**config.mk**
```make
export PLATFORM = sky130hd
export DESIGN_NAME = mandelbrot_escape_color_flat
export DESIGN_NICKNAME = d
export VERILOG_FILES = /design/src/sv/mec_pkg.sv /design/src/sv/mec_if.sv /design/src/sv/mandelbrot_escape_color.sv /design/src/flat_wrapper.sv
export SDC_FILE = /design/constraint.sdc
export NUM_CORES = 2
export LEC_CHECK = 0
export BUFFER_PORTS_ARGS = -buffer_cell sky130_fd_sc_hd__buf_4
export CAP_MARGIN = 5
export CORE_MARGIN = 5
export CORE_UTILIZATION = 64
export DETAILED_ROUTE_END_ITERATION = 6
export PLACE_DENSITY = 0.81
export SLEW_MARGIN = 10
export SYNTH_ARGS = -nofsm -noshare
export SYNTH_HDL_FRONTEND = slang
export SYNTH_SLANG_ARGS = --single-unit
```
**constraint.sdc**
```tcl
create_clock -name clk -period 36.1 [get_ports clk]
set_input_delay 10.83 -clock clk [delete_from_list [all_inputs] [get_ports clk]]
set_output_delay 10.83 -clock clk [all_outputs]
set_load 0.01 [all_outputs]
```
**src/sv/mec_pkg.sv**
```systemverilog
// Shared types, constants and saturating helpers for the Mandelbrot escape block.
`default_nettype none

package mec_pkg;

  localparam int C_W     = 32;   // point coordinate width on the input beat
  localparam int LIMIT_W = 16;   // iteration limit register width
  localparam int OUT_W   = 16;   // color and count width on the result beat
  localparam int Z_W     = 64;   // orbit value width
  localparam int QUO_W   = 8;    // quotient bits of the color scale divide

  localparam logic [LIMIT_W-1:0] LIMIT_RESET = 16'd256;
  localparam logic [LIMIT_W-1:0] LIMIT_MIN   = 16'd2;

  localparam logic signed [Z_W-1:0] INT64_MAX = {1'b0, {(Z_W-1){1'b1}}};
  localparam logic signed [Z_W-1:0] INT64_MIN = {1'b1, {(Z_W-1){1'b0}}};

  // Sequencer states, one-hot
  typedef enum logic [6:0] {
    ST_IDLE = 7'b0000001,
    ST_TEST = 7'b0000010,
    ST_MAG  = 7'b0000100,
    ST_MUL  = 7'b0001000,
    ST_SAT  = 7'b0010000,
    ST_DIV  = 7'b0100000,
    ST_DONE = 7'b1000000
  } state_t;

  // Which square or cross product the shared multiplier is working on
  typedef enum logic [1:0] {
    SEL_RR = 2'd0,
    SEL_II = 2'd1,
    SEL_RI = 2'd2
  } prod_sel_t;

  function automatic logic signed [Z_W-1:0] sat_add64(input logic signed [Z_W-1:0] a,
                                                      input logic signed [Z_W-1:0] b);
    logic signed [Z_W-1:0] s;
    s = a + b;
    if ((a[Z_W-1] == b[Z_W-1]) && (s[Z_W-1] != a[Z_W-1])) begin
      return a[Z_W-1] ? INT64_MIN : INT64_MAX;
    end
    return s;
  endfunction

  function automatic logic [Z_W-1:0] mag64(input logic signed [Z_W-1:0] v);
    logic [Z_W-1:0] u;
    u = v;
    return v[Z_W-1] ? (~u + 64'd1) : u;
  endfunction

endpackage

`default_nettype wire

```
**src/sv/mec_if.sv**
```systemverilog
// Valid/ready stream interfaces for the point beat and the result beat.
`default_nettype none

interface mec_in_if import mec_pkg::*; ();
  logic                  valid;
  logic                  ready;
  logic signed [C_W-1:0] c_real;
  logic signed [C_W-1:0] c_imag;

  modport source (output valid, output c_real, output c_imag, input ready);
  modport sink   (input valid, input c_real, input c_imag, output ready);
endinterface

interface mec_out_if import mec_pkg::*; ();
  logic             valid;
  logic             ready;
  logic [OUT_W-1:0] color_value;
  logic [OUT_W-1:0] escape_count;

  modport source (output valid, output color_value, output escape_count, input ready);
  modport sink   (input valid, input color_value, input escape_count, output ready);
endinterface

`default_nettype wire

```
**src/sv/mandelbrot_escape_color.sv**
```systemverilog
// Top level: escape-time coloring of one Mandelbrot point on a shared 32x32 multiplier.
`default_nettype none
//
//  channel  | dir | handshake          | payload
//  ---------+-----+--------------------+-------------------------------------------
//  in_ch    | in  | valid/ready        | c_real, c_imag  (signed Q4.28, 32 b each)
//  out_ch   | out | valid/ready        | color_value, escape_count (16 b each)
//  cfg      | in  | cfg_we, no wait    | cfg_wdata = iteration_limit (16 b)
//
//  One iteration of z = z*z + c runs the test/add state, the magnitude
//  state, then three 64x64 products, each as four 32x32 partials through
//  the one multiplier plus a saturate state. The restoring color divide
//  follows the loop when the point escapes. in_ch.ready is high only in
//  idle; the result register lets a new beat in while a result waits.
//  Reset (synchronous) sets the limit to 256 and empties the result register.

module mandelbrot_escape_color import mec_pkg::*; #(
  parameter int FRAC_BITS  = 28,
  parameter int COUNT_BITS = 16
) (
  input  logic               clk,
  input  logic               rst_n,
  input  logic               cfg_we,
  input  logic [LIMIT_W-1:0] cfg_wdata,
  mec_in_if.sink             in_ch,
  mec_out_if.source          out_ch
);

  localparam int CW = COUNT_BITS + 1;   // step count, holds limit + 1
  localparam int NW = COUNT_BITS + 8;   // 254 * n
  localparam logic [Z_W-1:0] BOUND = 64'd4 << FRAC_BITS;
  localparam logic [2:0] PP_LAST = 3'd4;   // cycle that folds in the last partial

  state_t state_r, state_nxt;

  logic [LIMIT_W-1:0]    limit_r;
  logic [COUNT_BITS-1:0] lim_r;
  logic [CW-1:0]         k_r;

  logic signed [Z_W-1:0] cr_r, ci_r;
  logic signed [Z_W-1:0] zr_r, zi_r;
  logic signed [Z_W-1:0] zr2_r, zi2_r, zri_r;
  logic [Z_W-1:0]        mzr_r, mzi_r;
  logic                  nzr_r, nzi_r;

  prod_sel_t        sel_r;
  logic [2:0]       pp_r;
  logic [1:0]       pcode_r;
  logic [Z_W-1:0]   prod_r;
  logic [2*Z_W-1:0] acc_r;

  logic [NW-1:0]         rem_r;
  logic [COUNT_BITS-1:0] div_r;
  logic [QUO_W-1:0]      q_r;
  logic [2:0]            dcnt_r;
  logic                  noesc_r;

  logic             out_valid_r, out_valid_nxt;
  logic [OUT_W-1:0] color_r, count_r;

  // effective limit: register value clamped to the counter range
  logic [32:0]           lim_wide, lim_cap, lim_sel;
  logic [COUNT_BITS-1:0] lim_eff;

  assign lim_wide = 33'(limit_r);
  assign lim_cap  = (33'd1 << COUNT_BITS) - 33'd1;
  assign lim_sel  = (lim_wide > lim_cap) ? lim_cap : lim_wide;
  assign lim_eff  = lim_sel[COUNT_BITS-1:0];

  logic in_acc, out_load;
  assign in_acc   = in_ch.valid && in_ch.ready;
  assign out_load = (state_r == ST_DONE) && (!out_valid_r || out_ch.ready);

  assign in_ch.ready         = (state_r == ST_IDLE);
  assign out_ch.valid        = out_valid_r;
  assign out_ch.color_value  = color_r;
  assign out_ch.escape_count = count_r;

  // loop test and next z from the previous products
  logic [Z_W-1:0]        esc_sum;
  logic                  run;
  logic signed [Z_W-1:0] zr_calc, zi_calc;
  logic [CW-1:0]         n_val;

  assign esc_sum = zr2_r + zi2_r;   // both non-negative, no overflow
  assign run     = (esc_sum < BOUND) && (k_r <= {1'b0, lim_r});
  assign zr_calc = sat_add64(sat_add64(zr2_r, -zi2_r), cr_r);
  assign zi_calc = sat_add64(sat_add64(zri_r, zri_r), ci_r);
  assign n_val   = k_r - CW'(1);

  // shared multiplier: pp 0..3 = x0*y0, x0*y1, x1*y0, x1*y1
  logic [Z_W-1:0]   mul_a, mul_b;
  logic [31:0]      a_half, b_half;
  logic [Z_W-1:0]   partial;
  logic [6:0]       shamt;
  logic [2*Z_W-1:0] acc_inc;

  assign mul_a   = (sel_r == SEL_II) ? mzi_r : mzr_r;
  assign mul_b   = (sel_r == SEL_RR) ? mzr_r : mzi_r;
  assign a_half  = pp_r[1] ? mul_a[63:32] : mul_a[31:0];
  assign b_half  = pp_r[0] ? mul_b[63:32] : mul_b[31:0];
  assign partial = a_half * b_half;
  assign shamt   = {pcode_r[1] & pcode_r[0], pcode_r[1] ^ pcode_r[0], 5'b0};
  assign acc_inc = 128'(prod_r) << shamt;

  // product >> FRAC_BITS, magnitude saturated at 2^63-1, sign reapplied
  logic [2*Z_W-1:0]      acc_sh;
  logic [Z_W-2:0]        sat_mag;
  logic                  sat_neg;
  logic signed [Z_W-1:0] sat_res;

  assign acc_sh  = acc_r >> FRAC_BITS;
  assign sat_mag = (|acc_sh[2*Z_W-1:Z_W-1]) ? {(Z_W-1){1'b1}} : acc_sh[Z_W-2:0];
  assign sat_neg = (sel_r == SEL_RI) && (nzr_r ^ nzi_r);
  assign sat_res = sat_neg ? -$signed({1'b0, sat_mag}) : $signed({1'b0, sat_mag});

  // color scale: 254*n by shifts, then one quotient bit per cycle
  logic [COUNT_BITS-1:0] n_lo;
  logic [NW-1:0]         num_init, trial;

  assign n_lo     = n_val[COUNT_BITS-1:0];
  assign num_init = (NW'(n_lo) << 8) - (NW'(n_lo) << 1);
  assign trial    = NW'(div_r) << dcnt_r;

  always_comb begin
    state_nxt = state_r;
    case (state_r)
      ST_IDLE: if (in_acc) state_nxt = ST_TEST;
      ST_TEST: begin
        if (run) begin
          state_nxt = ST_MAG;
        end else if (n_val >= {1'b0, lim_r}) begin
          state_nxt = ST_DONE;
        end else begin
          state_nxt = ST_DIV;
        end
      end
      ST_MAG:  state_nxt = ST_MUL;
      ST_MUL:  if (pp_r == PP_LAST) state_nxt = ST_SAT;
      ST_SAT:  state_nxt = (sel_r == SEL_RI) ? ST_TEST : ST_MUL;
      ST_DIV:  if (dcnt_r == 3'd0) state_nxt = ST_DONE;
      ST_DONE: if (out_load) state_nxt = ST_IDLE;
      default: state_nxt = ST_IDLE;
    endcase
  end

  assign out_valid_nxt = out_load ? 1'b1 : (out_valid_r && !out_ch.ready);

  always_ff @(posedge clk) begin
    if (!rst_n) begin
      state_r     <= ST_IDLE;
      out_valid_r <= 1'b0;
      limit_r     <= LIMIT_RESET;
    end else begin
      state_r     <= state_nxt;
      out_valid_r <= out_valid_nxt;
      if (cfg_we) begin
        limit_r <= (cfg_wdata < LIMIT_MIN) ? LIMIT_MIN : cfg_wdata;
      end
    end
  end

  // datapath, no reset
  always_ff @(posedge clk) begin
    case (state_r)
      ST_IDLE: begin
        if (in_acc) begin
          cr_r  <= {{(Z_W-C_W){in_ch.c_real[C_W-1]}}, in_ch.c_real};
          ci_r  <= {{(Z_W-C_W){in_ch.c_imag[C_W-1]}}, in_ch.c_imag};
          zr2_r <= '0;
          zi2_r <= '0;
          zri_r <= '0;
          k_r   <= '0;
          lim_r <= lim_eff;
        end
      end
      ST_TEST: begin
        if (run) begin
          zr_r <= zr_calc;
          zi_r <= zi_calc;
          k_r  <= k_r + CW'(1);
        end else begin
          noesc_r <= (n_val >= {1'b0, lim_r});
          rem_r   <= num_init;
          div_r   <= lim_r - COUNT_BITS'(1);
          q_r     <= '0;
          dcnt_r  <= 3'(QUO_W - 1);
        end
      end
      ST_MAG: begin
        mzr_r <= mag64(zr_r);
        mzi_r <= mag64(zi_r);
        nzr_r <= zr_r[Z_W-1];
        nzi_r <= zi_r[Z_W-1];
        sel_r <= SEL_RR;
        pp_r  <= '0;
        acc_r <= '0;
      end
      ST_MUL: begin
        if (pp_r != PP_LAST) begin
          prod_r  <= partial;
          pcode_r <= pp_r[1:0];
        end
        if (pp_r != 3'd0) begin
          acc_r <= acc_r + acc_inc;
        end
        pp_r <= pp_r + 3'd1;
      end
      ST_SAT: begin
        case (sel_r)
          SEL_RR:  zr2_r <= sat_res;
          SEL_II:  zi2_r <= sat_res;
          default: zri_r <= sat_res;
        endcase
        sel_r <= (sel_r == SEL_RR) ? SEL_II : SEL_RI;
        pp_r  <= '0;
        acc_r <= '0;
      end
      ST_DIV: begin
        if (rem_r >= trial) begin
          rem_r       <= rem_r - trial;
          q_r[dcnt_r] <= 1'b1;
        end
        dcnt_r <= dcnt_r - 3'd1;
      end
      ST_DONE: begin
        if (out_load) begin
          color_r <= noesc_r ? OUT_W'(lim_r) : (OUT_W'(q_r) + OUT_W'(1));
          count_r <= OUT_W'(n_val);
        end
      end
      default: ;
    endcase
  end

endmodule

`default_nettype wire

```
**src/flat_wrapper.sv**
```systemverilog
// flat-port wrapper written by rule: the top's interface ports become plain ports
module mandelbrot_escape_color_flat import mec_pkg::*;
#(
  parameter int FRAC_BITS  = 28,
  parameter int COUNT_BITS = 16
)
  (clk, rst_n, cfg_we, cfg_wdata, in_ch_valid, in_ch_c_real, in_ch_c_imag, in_ch_ready, out_ch_valid, out_ch_color_value, out_ch_escape_count, out_ch_ready);
  mec_in_if in_ch_i ();
  mec_out_if out_ch_i ();
  input  logic clk;
  input  logic rst_n;
  input  logic cfg_we;
  input  logic [LIMIT_W-1:0] cfg_wdata;
  input wire logic [$bits(in_ch_i.valid)-1:0] in_ch_valid;
  input wire logic [$bits(in_ch_i.c_real)-1:0] in_ch_c_real;
  input wire logic [$bits(in_ch_i.c_imag)-1:0] in_ch_c_imag;
  output wire logic [$bits(in_ch_i.ready)-1:0] in_ch_ready;
  output wire logic [$bits(out_ch_i.valid)-1:0] out_ch_valid;
  output wire logic [$bits(out_ch_i.color_value)-1:0] out_ch_color_value;
  output wire logic [$bits(out_ch_i.escape_count)-1:0] out_ch_escape_count;
  input wire logic [$bits(out_ch_i.ready)-1:0] out_ch_ready;
  assign in_ch_i.valid = in_ch_valid;
  assign in_ch_i.c_real = in_ch_c_real;
  assign in_ch_i.c_imag = in_ch_c_imag;
  assign in_ch_ready = in_ch_i.ready;
  assign out_ch_valid = out_ch_i.valid;
  assign out_ch_color_value = out_ch_i.color_value;
  assign out_ch_escape_count = out_ch_i.escape_count;
  assign out_ch_i.ready = out_ch_ready;
  mandelbrot_escape_color #(.FRAC_BITS(FRAC_BITS), .COUNT_BITS(COUNT_BITS)) u_core (.clk(clk), .rst_n(rst_n), .cfg_we(cfg_we), .cfg_wdata(cfg_wdata), .in_ch(in_ch_i), .out_ch(out_ch_i));
endmodule
```
==> reports/qor.yml <==
grt_usage_pct: 43.0
io_buffers: 118
tns_ps: 0
leakagePower_nw: 44.7
grt_pass1_wl_um: 504000
insertion_delay_ps: 780
hold_path.startpoint: "u_core.limit_r[13]"
post-cts-setup-buffers: 0
yosysTopAreaCell: "edfxtp_1"
core_um2: 147000
worst_setup_path_end_kind: "flip-flop"
via_per_inst: 6.63
initial_core_util_pct: 64.3
cts_buffer_depth: 3
final_hold_viol_count: 0
synthDistinctLibCells: 91
wl_per_cell_um: 27.7
maxCapViolCount: 0
grt_max_degree: 82
holdWs_ps: 440
cts_root_buffer: "clkbuf_16"
area_growth_pct: 6.60
worstPathRequired_ps: 36570
yosys_most_used_dff: "edfxtp_1"
layout-drive-gt1-share_pct: 5.41
rsz0062_at_grt: "false"
synth_edf_count: 830
cts_tree: "done"
post_dp_cell_area_um2: 97600
min_period_over_period_pct: 35.6
routed_wl_um: 341000
tightest_slew_ps: 1310
synthTopCellsByArea: "edfxtp_1 (26%), fa_1 (19%), ha_1 (9.5%)"
synth_seq_cells: 854
dp_hpwl_um: 263000
power_density_nw_per_um2: 55.2
arrival_ps: 13320
postLayoutCellArea_um2: 101000
slowest_delay_ps: 820
cts_num_sinks: 854
boundaryPins: 119
finalSetupViolCount: 0
start_kind: "flip-flop"
final_common_cell: "nor2_1"
cts_buffers: 97
period_minus_slack_ps: 12860
postRouteAntennaNets: 0
vdd_drop_max_mv: 0.0714
hold_buffers: 0
drt-initial-drc-count: 9403
htreeDepth: 3
via_count: 81700
syn-num-nets: 12100
cp_slowest_cell: "a2111oi_0"
antenna_found_initial: 21
firstDrtPassIters: 7
slew_headroom_pct: 12.8
critical_path.max_fanout: 61
synth-seq-area-share_pct: 26.8
clkTransAtPathRegs_ps: 60
ctsResizeCount: 0
yosysTopAreaCellShare_pct: 26.3
crit_path_frequent_cell: "o21ai_0"
synth_warnings: 0
synth_cells: 10400
r2r-start: "u_core.zi2_r[7]"
crit_start: "u_core.zi2_r[7]"
die_y_um: 395
dieArea_um2: 156000
final_cell_mix: "nor2_1 (1166), nand2_1 (1146), inv_1 (1042), fa_1 (901), edfxtp_1 (830)"
drc: 11
rows: 141
avgSynthCellArea_um2: 9.09
async_reset_ff_share_pct: 0
gp_congestion: 1.05
outcome: "complete, but fails checks"
fmax_ghz: 0.0778
nets: 12000
synthesis.area_um2: 94900
drv_slew: 0
skew_ps: 68.2
grt_pass1_vias: 80700
failed_checks: "DRC"
hp-class: "reg -> reg"
chipWidth_um: 395
path_class: "reg -> reg"
grt_overflow: 0
[through the flow]
stage,setup slack (ps),std cells,util [%],power (mW)
finish,23240,12300,68.6,5.58
global route,22470,12300,68.5,5.88
CTS,23280,12300,68.5,5.50
detailed placement,23260,12100,66.2,4.37
global placement,23300,12100,66.2,4.34
floorplan,22200,10400,-,3.53
[flip-flops by register name, summed over array words and instances (netlist names), 64 cells and up]
name	count
u_core.zi_r	64
u_core.acc_r	128
u_core.mzi_r	64
u_core.zi2_r	64
u_core.zri_r	64
u_core.mzr_r	64
u_core.zr2_r	64
u_core.zr_r	64
u_core.prod_r	64
[cell families (layout without fill, tap and decap cells)]
family	count (synthesis)	in the layout	synth area share, %
fa+ha+maj	1626	1626	28.6
mux	94	94	1.19
other cells	0	13	0
buf+inv	1519	1470	6.06
flops	854	854	26.8
compound gates	2257	2257	15.0
xor+xnor	652	652	6.02
simple gates	3431	3431	16.4
[layout make-up]
cell class	instances	area, um2
multi-input cells	8060	64000
fillers	11400	46400
flip-flops and latches	854	25400
inverters	1044	3920
clock buffers	106	2490
well taps	1930	2410
repair buffers	247	1850
clock inverters	73	1030
diodes	13	32.5
[worst paths after layout]
kind                                          to  slack, ps  cells after the start
worst min-delay path            u_core.lim_r[13]        440                      0
worst max-delay path             u_core.zr_r[39]      23240                     36
worst min register to register  u_core.lim_r[13]        440                      0
worst max register to register   u_core.zr_r[39]      23240                     36
[cell usage after synthesis, types with 96 or more instances]
library cell	instances
nor2_1	1169
nand2_1	1147
inv_1	1043
fa_1	901
edfxtp_1	830
ha_1	724
a21oi_1	625
o21ai_0	527
clkbuf_1	432
xnor2_1	431
a21o_1	392
xor2_1	221
nand3_1	180
nor3_1	136
o21a_1	122
nor2b_1	121
nand4_1	119
nand2b_1	111
and2_1	96
[layer usage]
metal / vias up / track usage [%] / wire length [um]
li1: 35400 / - / -
met1: 39700 / 54.0 / 123000
met2: 5205 / 62.1 / 142000
met3: 1337 / 15.1 / 46600
met4: 18 / 30.3 / 30300
met5: - / 0.400 / 282
[where the power goes]
group	internal (mW)	switching (mW)	leakage, nW	total (mW)
combinational	1.11	1.88	35.1	2.98
sequential	1.34	0.152	7.89	1.49
clock	0.644	0.465	1.72	1.11
total	3.09	2.49	44.7	5.58
[critical path: cells and delay by family, from the launching register on]
kind,cells,cell delay (ps)
AO/OA/AOI/OAI,20,5900
XOR/XNOR,1,110
adder cells (fa/ha/maj),2,860
buffers and inverters,3,1370
flip-flops,1,450
AND/OR/NAND/NOR,10,3790
Note: power is estimated with default switching activity, not from simulation.
